## config.mk

```make
export PLATFORM = sky130hd
export DESIGN_NAME = status_led_blink_pattern
export DESIGN_NICKNAME = d
export VERILOG_FILES = /design/src/sv/slbp_pkg.sv /design/src/sv/slbp_in_reg.sv /design/src/sv/slbp_core.sv /design/src/sv/status_led_blink_pattern.sv
export SDC_FILE = /design/constraint.sdc
export NUM_CORES = 1
export LEC_CHECK = 0
export ABC_CLOCK_PERIOD_IN_PS = 1890
export BUFFER_PORTS_ARGS = -buffer_cell sky130_fd_sc_hd__buf_4
export CELL_PAD_IN_SITES_DETAIL_PLACEMENT = 2
export CELL_PAD_IN_SITES_GLOBAL_PLACEMENT = 2
export CORE_UTILIZATION = 30
export DETAILED_ROUTE_END_ITERATION = 8
export PLACE_DENSITY = 0.75
export SLEW_MARGIN = 30
export SYNTH_ARGS = -nofsm -noshare
export SYNTH_HDL_FRONTEND = slang
export SYNTH_SLANG_ARGS = --single-unit
export TNS_END_PERCENT = 10
```

## constraint.sdc

```tcl
create_clock -name clk -period 1.89 [get_ports clk]
set_clock_uncertainty 0.1 [all_clocks]
set_input_delay 0.0945 -clock clk [delete_from_list [all_inputs] [get_ports clk]]
set_output_delay 0.0945 -clock clk [all_outputs]
set_load 0.01 [all_outputs]
```

## src/sv/slbp_pkg.sv

```systemverilog
// Package for the status LED blink pattern block.
// Holds the mode codes, item types, acknowledge counts and the blink pattern table.
// Depends on nothing.
`default_nettype none

package slbp_pkg;

  typedef enum logic {
    OP_TICK = 1'b0,
    OP_SET  = 1'b1
  } opcode_t;

  typedef enum logic [2:0] {
    MODE_INTERNET_OK  = 3'd0,
    MODE_OFFLINE      = 3'd1,
    MODE_NO_MQTT      = 3'd2,
    MODE_UNREGISTERED = 3'd3,
    MODE_BATTERY_LOW  = 3'd4,
    MODE_VOLUME       = 3'd5,
    MODE_TRANSACTION  = 3'd6,
    MODE_ERROR        = 3'd7
  } mode_t;

  localparam int unsigned PHASE_W = 4;
  localparam int unsigned ACK_W   = 3;
  localparam int unsigned CODE_W  = 4;

  localparam logic [ACK_W-1:0] VOLUME_ACKS      = 3'd2;
  localparam logic [ACK_W-1:0] TRANSACTION_ACKS = 3'd4;

  typedef struct packed {
    opcode_t             opcode;
    logic [CODE_W-1:0]   mode_code;
  } item_t;

  typedef struct packed {
    logic led_on;
    logic status;
  } result_t;

  function automatic logic pattern_level(input mode_t mode, input logic [PHASE_W-1:0] phase);
    logic lvl;
    lvl = 1'b0;
    case (mode)
      MODE_INTERNET_OK:  lvl = 1'b1;
      MODE_OFFLINE:      lvl = ~phase[PHASE_W-1];
      MODE_NO_MQTT:      lvl = ~phase[0];
      MODE_UNREGISTERED: lvl = (phase == 4'd0) || (phase == 4'd2);
      MODE_BATTERY_LOW:  lvl = (phase == 4'd0) || (phase == 4'd2) || (phase == 4'd4);
      MODE_ERROR:        lvl = ~phase[0];
      default:           lvl = 1'b0;
    endcase
    return lvl;
  endfunction

endpackage

`default_nettype wire

```

## src/sv/slbp_in_reg.sv

```systemverilog
// Input register stage of the status LED blink pattern block.
// Captures one item from the input channel and holds it until the core takes it.
// Depends on slbp_pkg.
`default_nettype none

module slbp_in_reg
  import slbp_pkg::*;
(
  input  wire logic  clk,
  input  wire logic  rst_n,
  input  wire logic  in_valid,
  output logic       in_stall,
  input  wire item_t in_item,
  input  wire logic  take,
  output logic       stage_vld,
  output item_t      stage_item
);

  logic  stage_vld_r;
  logic  stage_vld_nxt;
  item_t stage_item_r;
  logic  accept;

  assign in_stall = stage_vld_r && !take;
  assign accept   = in_valid && !in_stall;

  always_comb begin
    stage_vld_nxt = stage_vld_r;
    if (accept) begin
      stage_vld_nxt = 1'b1;
    end else if (take) begin
      stage_vld_nxt = 1'b0;
    end
  end

  always_ff @(posedge clk) begin
    if (!rst_n) begin
      stage_vld_r <= 1'b0;
    end else begin
      stage_vld_r <= stage_vld_nxt;
    end
  end

  always_ff @(posedge clk) begin
    if (accept) begin
      stage_item_r <= in_item;
    end
  end

  assign stage_vld  = stage_vld_r;
  assign stage_item = stage_item_r;

endmodule

`default_nettype wire

```

## src/sv/slbp_core.sv

```systemverilog
// Mode state, blink pattern logic and result register of the status LED block.
// Updates the mode, phase and acknowledge count as each item passes to the result register.
// Depends on slbp_pkg.
`default_nettype none

module slbp_core
  import slbp_pkg::*;
(
  input  wire logic  clk,
  input  wire logic  rst_n,
  input  wire logic  stage_vld,
  input  wire item_t stage_item,
  output logic       take,
  output logic       out_valid,
  input  wire logic  out_stall,
  output result_t    out_result
);

  mode_t              cur_mode_r, cur_mode_nxt;
  mode_t              base_mode_r, base_mode_nxt;
  logic [PHASE_W-1:0] phase_r, phase_nxt;
  logic [ACK_W-1:0]   ack_left_r, ack_left_nxt;
  logic [ACK_W-1:0]   ack_dec;
  logic               out_vld_r, out_vld_nxt;
  result_t            result_r, result_nxt;
  mode_t              req_mode;

  assign take     = stage_vld && (!out_vld_r || !out_stall);
  assign req_mode = mode_t'(stage_item.mode_code[2:0]);
  assign ack_dec  = ack_left_r - 3'd1;

  always_comb begin
    cur_mode_nxt  = cur_mode_r;
    base_mode_nxt = base_mode_r;
    phase_nxt     = phase_r;
    ack_left_nxt  = ack_left_r;
    result_nxt    = '0;
    if (stage_item.opcode == OP_SET) begin
      if (stage_item.mode_code[CODE_W-1]) begin
        result_nxt.status = 1'b1;
      end else begin
        cur_mode_nxt = req_mode;
        phase_nxt    = '0;
        case (req_mode)
          MODE_VOLUME:      ack_left_nxt = VOLUME_ACKS;
          MODE_TRANSACTION: ack_left_nxt = TRANSACTION_ACKS;
          default: begin
            base_mode_nxt = req_mode;
            ack_left_nxt  = '0;
          end
        endcase
      end
    end else if (ack_left_r != '0) begin
      result_nxt.led_on = ~ack_left_r[0];
      ack_left_nxt      = ack_dec;
      if (ack_dec == '0) begin
        cur_mode_nxt = base_mode_r;
        phase_nxt    = '0;
      end
    end else begin
      result_nxt.led_on = pattern_level(cur_mode_r, phase_r);
      phase_nxt         = phase_r + 4'd1;
    end
  end

  always_comb begin
    out_vld_nxt = out_vld_r && out_stall;
    if (take) begin
      out_vld_nxt = 1'b1;
    end
  end

  always_ff @(posedge clk) begin
    if (!rst_n) begin
      cur_mode_r  <= MODE_OFFLINE;
      base_mode_r <= MODE_OFFLINE;
      phase_r     <= '0;
      ack_left_r  <= '0;
      out_vld_r   <= 1'b0;
    end else begin
      out_vld_r <= out_vld_nxt;
      if (take) begin
        cur_mode_r  <= cur_mode_nxt;
        base_mode_r <= base_mode_nxt;
        phase_r     <= phase_nxt;
        ack_left_r  <= ack_left_nxt;
      end
    end
  end

  always_ff @(posedge clk) begin
    if (take) begin
      result_r <= result_nxt;
    end
  end

  assign out_valid  = out_vld_r;
  assign out_result = result_r;

endmodule

`default_nettype wire

```

## src/sv/status_led_blink_pattern.sv

```systemverilog
// Top level of the status LED blink pattern block.
// Joins the input register stage and the core with its result register.
// Depends on slbp_pkg, slbp_in_reg and slbp_core.
//
//   Channel  Handshake            Payload
//   in       in_valid / in_stall  in_opcode, in_mode_code
//   out      out_valid / out_stall out_led_on, out_status
//
// The core takes an item from the input register and registers its result,
// and one item is accepted in every cycle while the output side does not stall.
// The rate is set by the single update of the mode, phase and acknowledge registers.
// Reset is synchronous and active low; it selects the offline mode and clears both stages.
// A stalled output keeps its result; one more item waits in the input register,
// and only then is in_stall raised.
`default_nettype none

module status_led_blink_pattern
  import slbp_pkg::*;
(
  input  wire logic              clk,
  input  wire logic              rst_n,
  input  wire logic              in_valid,
  output logic                   in_stall,
  input  wire logic              in_opcode,
  input  wire logic [CODE_W-1:0] in_mode_code,
  output logic                   out_valid,
  input  wire logic              out_stall,
  output logic                   out_led_on,
  output logic                   out_status
);

  item_t   in_item;
  item_t   stage_item;
  logic    stage_vld;
  logic    take;
  result_t out_result;

  assign in_item.opcode    = opcode_t'(in_opcode);
  assign in_item.mode_code = in_mode_code;

  slbp_in_reg u_in_reg (
    .clk        (clk),
    .rst_n      (rst_n),
    .in_valid   (in_valid),
    .in_stall   (in_stall),
    .in_item    (in_item),
    .take       (take),
    .stage_vld  (stage_vld),
    .stage_item (stage_item)
  );

  slbp_core u_core (
    .clk        (clk),
    .rst_n      (rst_n),
    .stage_vld  (stage_vld),
    .stage_item (stage_item),
    .take       (take),
    .out_valid  (out_valid),
    .out_stall  (out_stall),
    .out_result (out_result)
  );

  assign out_led_on = out_result.led_on;
  assign out_status = out_result.status;

  a_reject_dark: assert property (@(posedge clk) disable iff (!rst_n)
    out_valid && out_status |-> !out_led_on)
    else $error("A rejected item drove the LED on.");

  a_stall_full: assert property (@(posedge clk) disable iff (!rst_n)
    in_stall |-> stage_vld && out_valid && out_stall)
    else $error("Input stalled while a stage was free.");

  a_accept_held: assert property (@(posedge clk) disable iff (!rst_n)
    in_valid && !in_stall |=> stage_vld)
    else $error("An accepted item was not held in the input stage.");

endmodule

`default_nettype wire
```

==> flow_metrics.env, run 1 <==
export IMPL_synth_nets=142
export IMPL_ir_drop_mv=0.374
export IMPL_avgSynthCellArea_um2=9.19
export IMPL_final_nets=172
export IMPL_pin_count=13
export IMPL_slew_headroom_pct=69.5
export IMPL_grt_pass1_wl_um=5750
export IMPL_wl_per_cell_um=16.3
export IMPL_grt_usage_pct=18.7
export IMPL_detailroute_via_count=1070
export IMPL_crit_type="reg -> reg"
export IMPL_synth_area_top_cells="dfxtp_1 (26%), edfxtp_1 (18%), ha_1 (6.4%)"
export IMPL_synth_common_cells="dfxtp_1 (15), nor2_1 (11), inv_1 (10), nand2_1 (10), o21ai_0 (10)"
export IMPL_hold_viol=0
export IMPL_die_height_um=64.4
export IMPL_vias_per_cell=5.25
export IMPL_overflow=0
export IMPL_cp_start_kind="register"
export IMPL_cts_tree="done"
export IMPL_p_per_area_mw_per_mm2=646
export IMPL_port_buffers=12
export IMPL_rsz0062_at_grt="yes"
export IMPL_fillers=410
export IMPL_gp_congestion=0.821
export IMPL_drv_cap=0
export IMPL_final_util_pct=42.3
export IMPL_wirelength_um=3330
export IMPL_cts_buffers=3
export IMPL_period_share_pct=95.9
export IMPL_max_freq_mhz=552
export IMPL_insertion_delay_ns=0.27
export IMPL_yosys_warnings=0
export IMPL_cts_buffer_depth=2
export IMPL_cp_num_buf_inv=1
export IMPL_synth_largest_area_cell="dfxtp_1"
export IMPL_power_leakage_nw=0.612
export IMPL_netlist_instances=127
export IMPL_synth_most_common_cell="dfxtp_1"
export IMPL_arrival_ns=1.92
export IMPL_postCtsSetupBuffers=0
export IMPL_grt_pass1_vias=1190
export IMPL_drive_gt1_share_pct=24.4
export IMPL_synthFlopType="dfxtp_1"
export IMPL_grt_max_degree=14
export IMPL_slew_viol_final=0
export IMPL_crit_fanout=4
export IMPL_tns_ns=0
export IMPL_synth_top_cell_area_share_pct=25.7
export IMPL_cts_root_buf="clkbuf_8"
export IMPL_ys_seq_area_share_pct=43.7
export IMPL_fin_crit_ns=1.81
export IMPL_drc=0
export IMPL_setup_slack_ns=0.0773
export IMPL_async_reset_ff_share_pct=0
export IMPL_core_mm2=0.00369
export IMPL_clock_sinks=22
export IMPL_h_tree_depth=1
export IMPL_synth_edff_count=7
export IMPL_cpMaxStageDelayCell="or4_1"
export IMPL_drt_initial_drc_count=18
export IMPL_cts_clk_slew_worst_paths_ns=0.08
export IMPL_post_dp_hpwl_um=2370
export IMPL_synth_cell_types=39
export IMPL_status="finished, final reports clean"
export IMPL_antennaDiodeCount=0
export IMPL_antenna_found_initial=0
export IMPL_die_x_um=64.4
export IMPL_hold_class="reg -> reg"
export IMPL_required_ns=1.99
export IMPL_row_count=22
export IMPL_path_delay_family="simple AND/OR/NAND/NOR gates"
export IMPL_initial_utilization_pct=31.6
export IMPL_crit_path_end_kind="register"
export IMPL_syn_to_final_growth_pct=33.8
export IMPL_first_pass_iters=4
export IMPL_dpl_worst_slack_ns=-0.101
export IMPL_worstPathCellList="inv_2 > ha_4 > nand2b_4 > a21oi_4 > o21ai_1 > or4_1 > a31oi_1"
export IMPL_synth_area_mm2=0.00117
export IMPL_setup_violations=0
export IMPL_antenna_left=0
export IMPL_slowest_delay_ns=0.42
export IMPL_die_area_mm2=0.00414
export IMPL_synth_seq_cells=22
export IMPL_worst_pin_slew_ns=0.457
==> repair_timing <==
action / 4_1_cts / 5_1_grt
endpoints found under the setup margin: 5 / 8
endpoints found under the hold margin: 9 / 0
pin swaps: 0 / 3
gates resized for setup: 8 / 10
hold buffers: 8 / 0
==> per-layer routing <==
metal	routed length [um]	track usage (%)	vias to the layer above
met5	0	0	-
met4	48	6.94	0
met3	72	3.93	5
met2	1880	37.5	16
met1	1320	18.3	525
li1	-	-	524
==> layout make-up <==
class                           instances  area (um2)  area share, %
Multi-Input combinational cell         92         679           43.5
Inverter                               11        42.5           2.72
Sequential cell                        22         512           32.8
Timing Repair Buffer                   27         223           14.3
Clock buffer                            4        45.0           2.88
Tap cell                               48        60.1           3.85
==> worst min-delay path, stage by stage (launching register included) <==
cell     delay (ns)
dfxtp_1        0.35
nand2_1        0.07
a21oi_1        0.05
==> state kept, by name, summed over array words and instances, names as in the netlist <==
signal               count
u_core.ack_left_r        3
u_core.base_mode_r       3
u_core.cur_mode_r        3
u_core.out_result        2
u_core.out_valid         1
u_core.phase_r           4
u_in_reg.stage_item      5
u_in_reg.stage_vld       1
==> metrics by stage <==
| step | cells | area [um2] | power, mW | hold WS (ns) |
|---|---|---|---|---|
| 2_1_floorplan | 127 | 1170 | 0.613 | 0.0656 |
| 3_3_place_gp | 192 | 1360 | 0.666 | 0.173 |
| 3_5_place_dp | 192 | 1360 | 0.674 | 0.174 |
| 4_1_cts | 204 | 1520 | 1.01 | 0.421 |
| 5_1_grt | 204 | 1560 | 1.06 | 0.433 |
| 6_report | 204 | 1560 | 1.01 | 0.419 |
==> cells by family after synthesis <==
kind of cell    after synthesis  synth area share, %
mux                           3                 2.57
compound gates               38                 22.3
fa+ha+maj                     6                 6.43
buf+inv                      13                 4.29
simple gates                 45                 20.7
flops                        22                 43.7
==> cells in the final DEF (no fill, tap or decap), types with 2 or more instances in the layout <==
cell	count
inv_2	2
nand2b_1	5
a31oi_1	4
nor2_1	11
o21ai_1	2
edfxtp_1	7
o21ai_0	8
or4_1	2
a21oi_1	6
nand2_1	9
or3_1	2
dlygate4sd3_1	8
clkbuf_8	3
nor3_1	3
and3_1	2
a211oi_1	2
buf_4	19
dfxtp_1	14
ha_1	3
nand3_1	3
inv_1	8
mux2i_1	3
ha_4	3
==> worst paths after layout <==
path	start	end	slack, ns	depth (start not counted)
setup / recovery	u_core.ack_left_r[1]	u_core.phase_r[2]	0.08	7
hold / removal	u_core.phase_r[1]	u_core.phase_r[1]	0.42	2
setup reg to reg	u_core.ack_left_r[1]	u_core.phase_r[2]	0.08	7
hold reg to reg	u_core.phase_r[1]	u_core.phase_r[1]	0.42	2
==> power by group <==
group / internal (mW) / switching, mW / total [mW]
Combinational: 0.0828 / 0.0878 / 0.171
Sequential: 0.508 / 0.0173 / 0.525
Clock: 0.151 / 0.163 / 0.314
Total: 0.741 / 0.268 / 1.01
No activity file was read; power rests on OpenSTA's default activity.
==> inputs of run 2 (changes only) <==
- CORE_UTILIZATION: 30 -> 31
- PLACE_DENSITY: 0.75 -> 0.77
==> run 2 against run 1 <==
Sequential cell count is the same. Sequential power about the same. Non-clock buffer count decreased by 3. Sequential share of layout area is 0.11 points higher. Via count fell by 2.4%. Worst setup slack lost 0.055 ns. Count of clock-buffer cells in the layout down 1. Wire length is 1.6% higher. Fmax down 3.0%. First-iteration DRC count up 39%. Power increased by 13%. Critical path type unchanged. Critical endpoint is now u_core.phase_r[1].
==> flow_metrics.env, run 2 (synthesized netlist as in run 1, its figures left out) <==
export IMPL_status="finished, final reports clean"
export IMPL_period_share_pct=98.8
export IMPL_drive_gt1_share_pct=24.8
export IMPL_required_ns=1.98
export IMPL_p_switching_mw=0.271
export IMPL_place_area_mm2=0.00134
export IMPL_clock_sinks=22
export IMPL_wirelength_um=3380
export IMPL_setup_slack_ns=0.0220
export IMPL_multi_input_area_um2=673
export IMPL_grt_usage_pct=18.2
export IMPL_p_comb_share_pct=14.3
export IMPL_p_per_area_mw_per_mm2=732
export IMPL_drv_cap=0
export IMPL_cts_tree="done"
export IMPL_drc=0
export IMPL_pin_count=13
export IMPL_cp_start_kind="register"
export IMPL_die_x_um=63.4
export IMPL_largest_reg_flops=5
export IMPL_grt_max_degree=14
export IMPL_first_pass_iters=4
export IMPL_cts_clk_slew_worst_paths_ns=0.09
export IMPL_worst_pin_slew_ns=0.520
export IMPL_met3_usage_pct=3.99
export IMPL_min_from="u_in_reg.stage_vld"
export IMPL_wl_per_cell_um=17.0
export IMPL_fillers=386
export IMPL_antenna_found_initial=0
export IMPL_drt_initial_drc_count=25
export IMPL_final_nets=169
export IMPL_r2r_setup_slack_ns=0.02
export IMPL_slew_viol_final=0
export IMPL_grt_busiest_layer="met2"
export IMPL_crit_type="reg -> reg"
export IMPL_port_buffers=12
export IMPL_insertion_delay_ns=0.27
export IMPL_arrival_ns=1.96
export IMPL_power_leakage_nw=0.607
export IMPL_hold_class="reg -> reg"
export IMPL_swShare_pct=23.8
export IMPL_hold_end="u_core.out_valid"
export IMPL_setup_violations=0
export IMPL_cts_root_buf="clkbuf_8"
export IMPL_overflow=0
export IMPL_hold_depth=2
export IMPL_final_seq_area_um2=512
export IMPL_r2r_end="u_core.phase_r[1]"
export IMPL_postCtsSetupBuffers=0
export IMPL_post_dp_hpwl_um=2420
export IMPL_dpl_worst_slack_ns=-0.132
export IMPL_r2r_start="u_core.ack_left_r[0]"
export IMPL_max_freq_mhz=535
export IMPL_pwr_share_seq_pct=46.2
export IMPL_hold_viol=0
export IMPL_mostFrequentLayoutCell="buf_4"
export IMPL_syn_to_final_growth_pct=33.3
export IMPL_core_mm2=0.00347
export IMPL_grt_pass1_vias=1193
export IMPL_crit_fanout=3
export IMPL_layout_common_cells="buf_4 (16), dfxtp_1 (14), nor2_1 (11)"
export IMPL_fin_area_mm2=0.00156
export IMPL_grt_pass1_wl_um=5590
export IMPL_grt_util_met2_pct=35.4
export IMPL_internal_power_mw=0.868
export IMPL_cts_buffer_depth=2
export IMPL_gp_congestion=0.805
export IMPL_die_height_um=63.4
export IMPL_vias_per_cell=5.25
export IMPL_clkPwrFrac_pct=39.5
export IMPL_gr_usage_met1_pct=19.4
export IMPL_antennaDiodeCount=0
export IMPL_die_area_mm2=0.00402
export IMPL_antenna_left=0
export IMPL_row_count=21
export IMPL_h_tree_depth=1
export IMPL_fin_crit_ns=1.87
export IMPL_initial_utilization_pct=33.7
export IMPL_reg2regPathDepth=7
export IMPL_detailroute_via_count=1044
export IMPL_slew_headroom_pct=65.3
export IMPL_crit_path_end_kind="register"
export IMPL_cts_buffers=3
export IMPL_ir_drop_mv=0.522
run 2: worst max path at each step:
stage | slack [ns] | cells past startpoint | end | start
finish | 0.02 | 7 | u_core.phase_r[1] | u_core.ack_left_r[0]
global route | -0.03 | 7 | u_core.phase_r[1] | u_core.ack_left_r[0]
CTS | -0.09 | 7 | u_core.cur_mode_r[2] | u_core.ack_left_r[0]
detailed placement | -0.13 | 7 | u_core.phase_r[2] | u_core.ack_left_r[0]
global placement | 0.01 | 7 | u_core.phase_r[2] | u_core.ack_left_r[0]
floorplan | 0.02 | 7 | u_core.phase_r[1] | u_core.ack_left_r[0]
run 2: worst max-delay path, cell delays in order, from the launching register on:
cell and delay (ns):
dfxtp_2 0.34, buf_4 0.12, ha_2 0.21, nand3_2 0.14, nand2_2 0.14, o21ai_2 0.07, or4b_4 0.49, a21oi_2 0.16
run 2: metal layers:
metal  up-vias  part of all wire, %
li1        514                    -
met1       510                   40
met2        18                   56
met3         2                  3.1
met4         0                 0.53
met5         -                    0
run 2: power by group through the flow:
stage               Sequential, mW  Combinational [mW]  Clock [mW]
floorplan                    0.533              0.0798           0
global placement             0.535               0.126           0
detailed placement           0.537               0.134           0
CTS                          0.526               0.150       0.456
global route                 0.530               0.180       0.483
finish                       0.527               0.163       0.450
run 2: layout make-up:
class | count | area share [%]
clock buffers | 3 | 2.65
clock inverters | 1 | 1.93
inverters | 11 | 2.73
multi-input cells | 92 | 43.2
flip-flops and latches | 22 | 32.9
well taps | 46 | 3.70
repair buffers | 24 | 12.9
run 2: through the flow:
stage	total power [mW]	util, %	hold slack, ns	setup TNS (ns)	instances
2_1_floorplan	0.613	-	0.0656	0	127
5_1_grt	1.19	44.9	0.427	-0.0352	199
4_1_cts	1.13	43.3	0.397	-0.297	199
6_report	1.14	44.9	0.390	0	199
3_5_place_dp	0.671	38.6	0.174	-0.518	187
3_3_place_gp	0.661	38.6	0.172	0	187
run 2: repair_timing:
action | CTS | global route
cloned | 0 | 0
pin swaps | 0 | 2
hold endpoints to repair | 9 | 0
resized for setup | 2 | 16
hold buffers | 8 | 0
endpoints found under the setup margin | 6 | 7
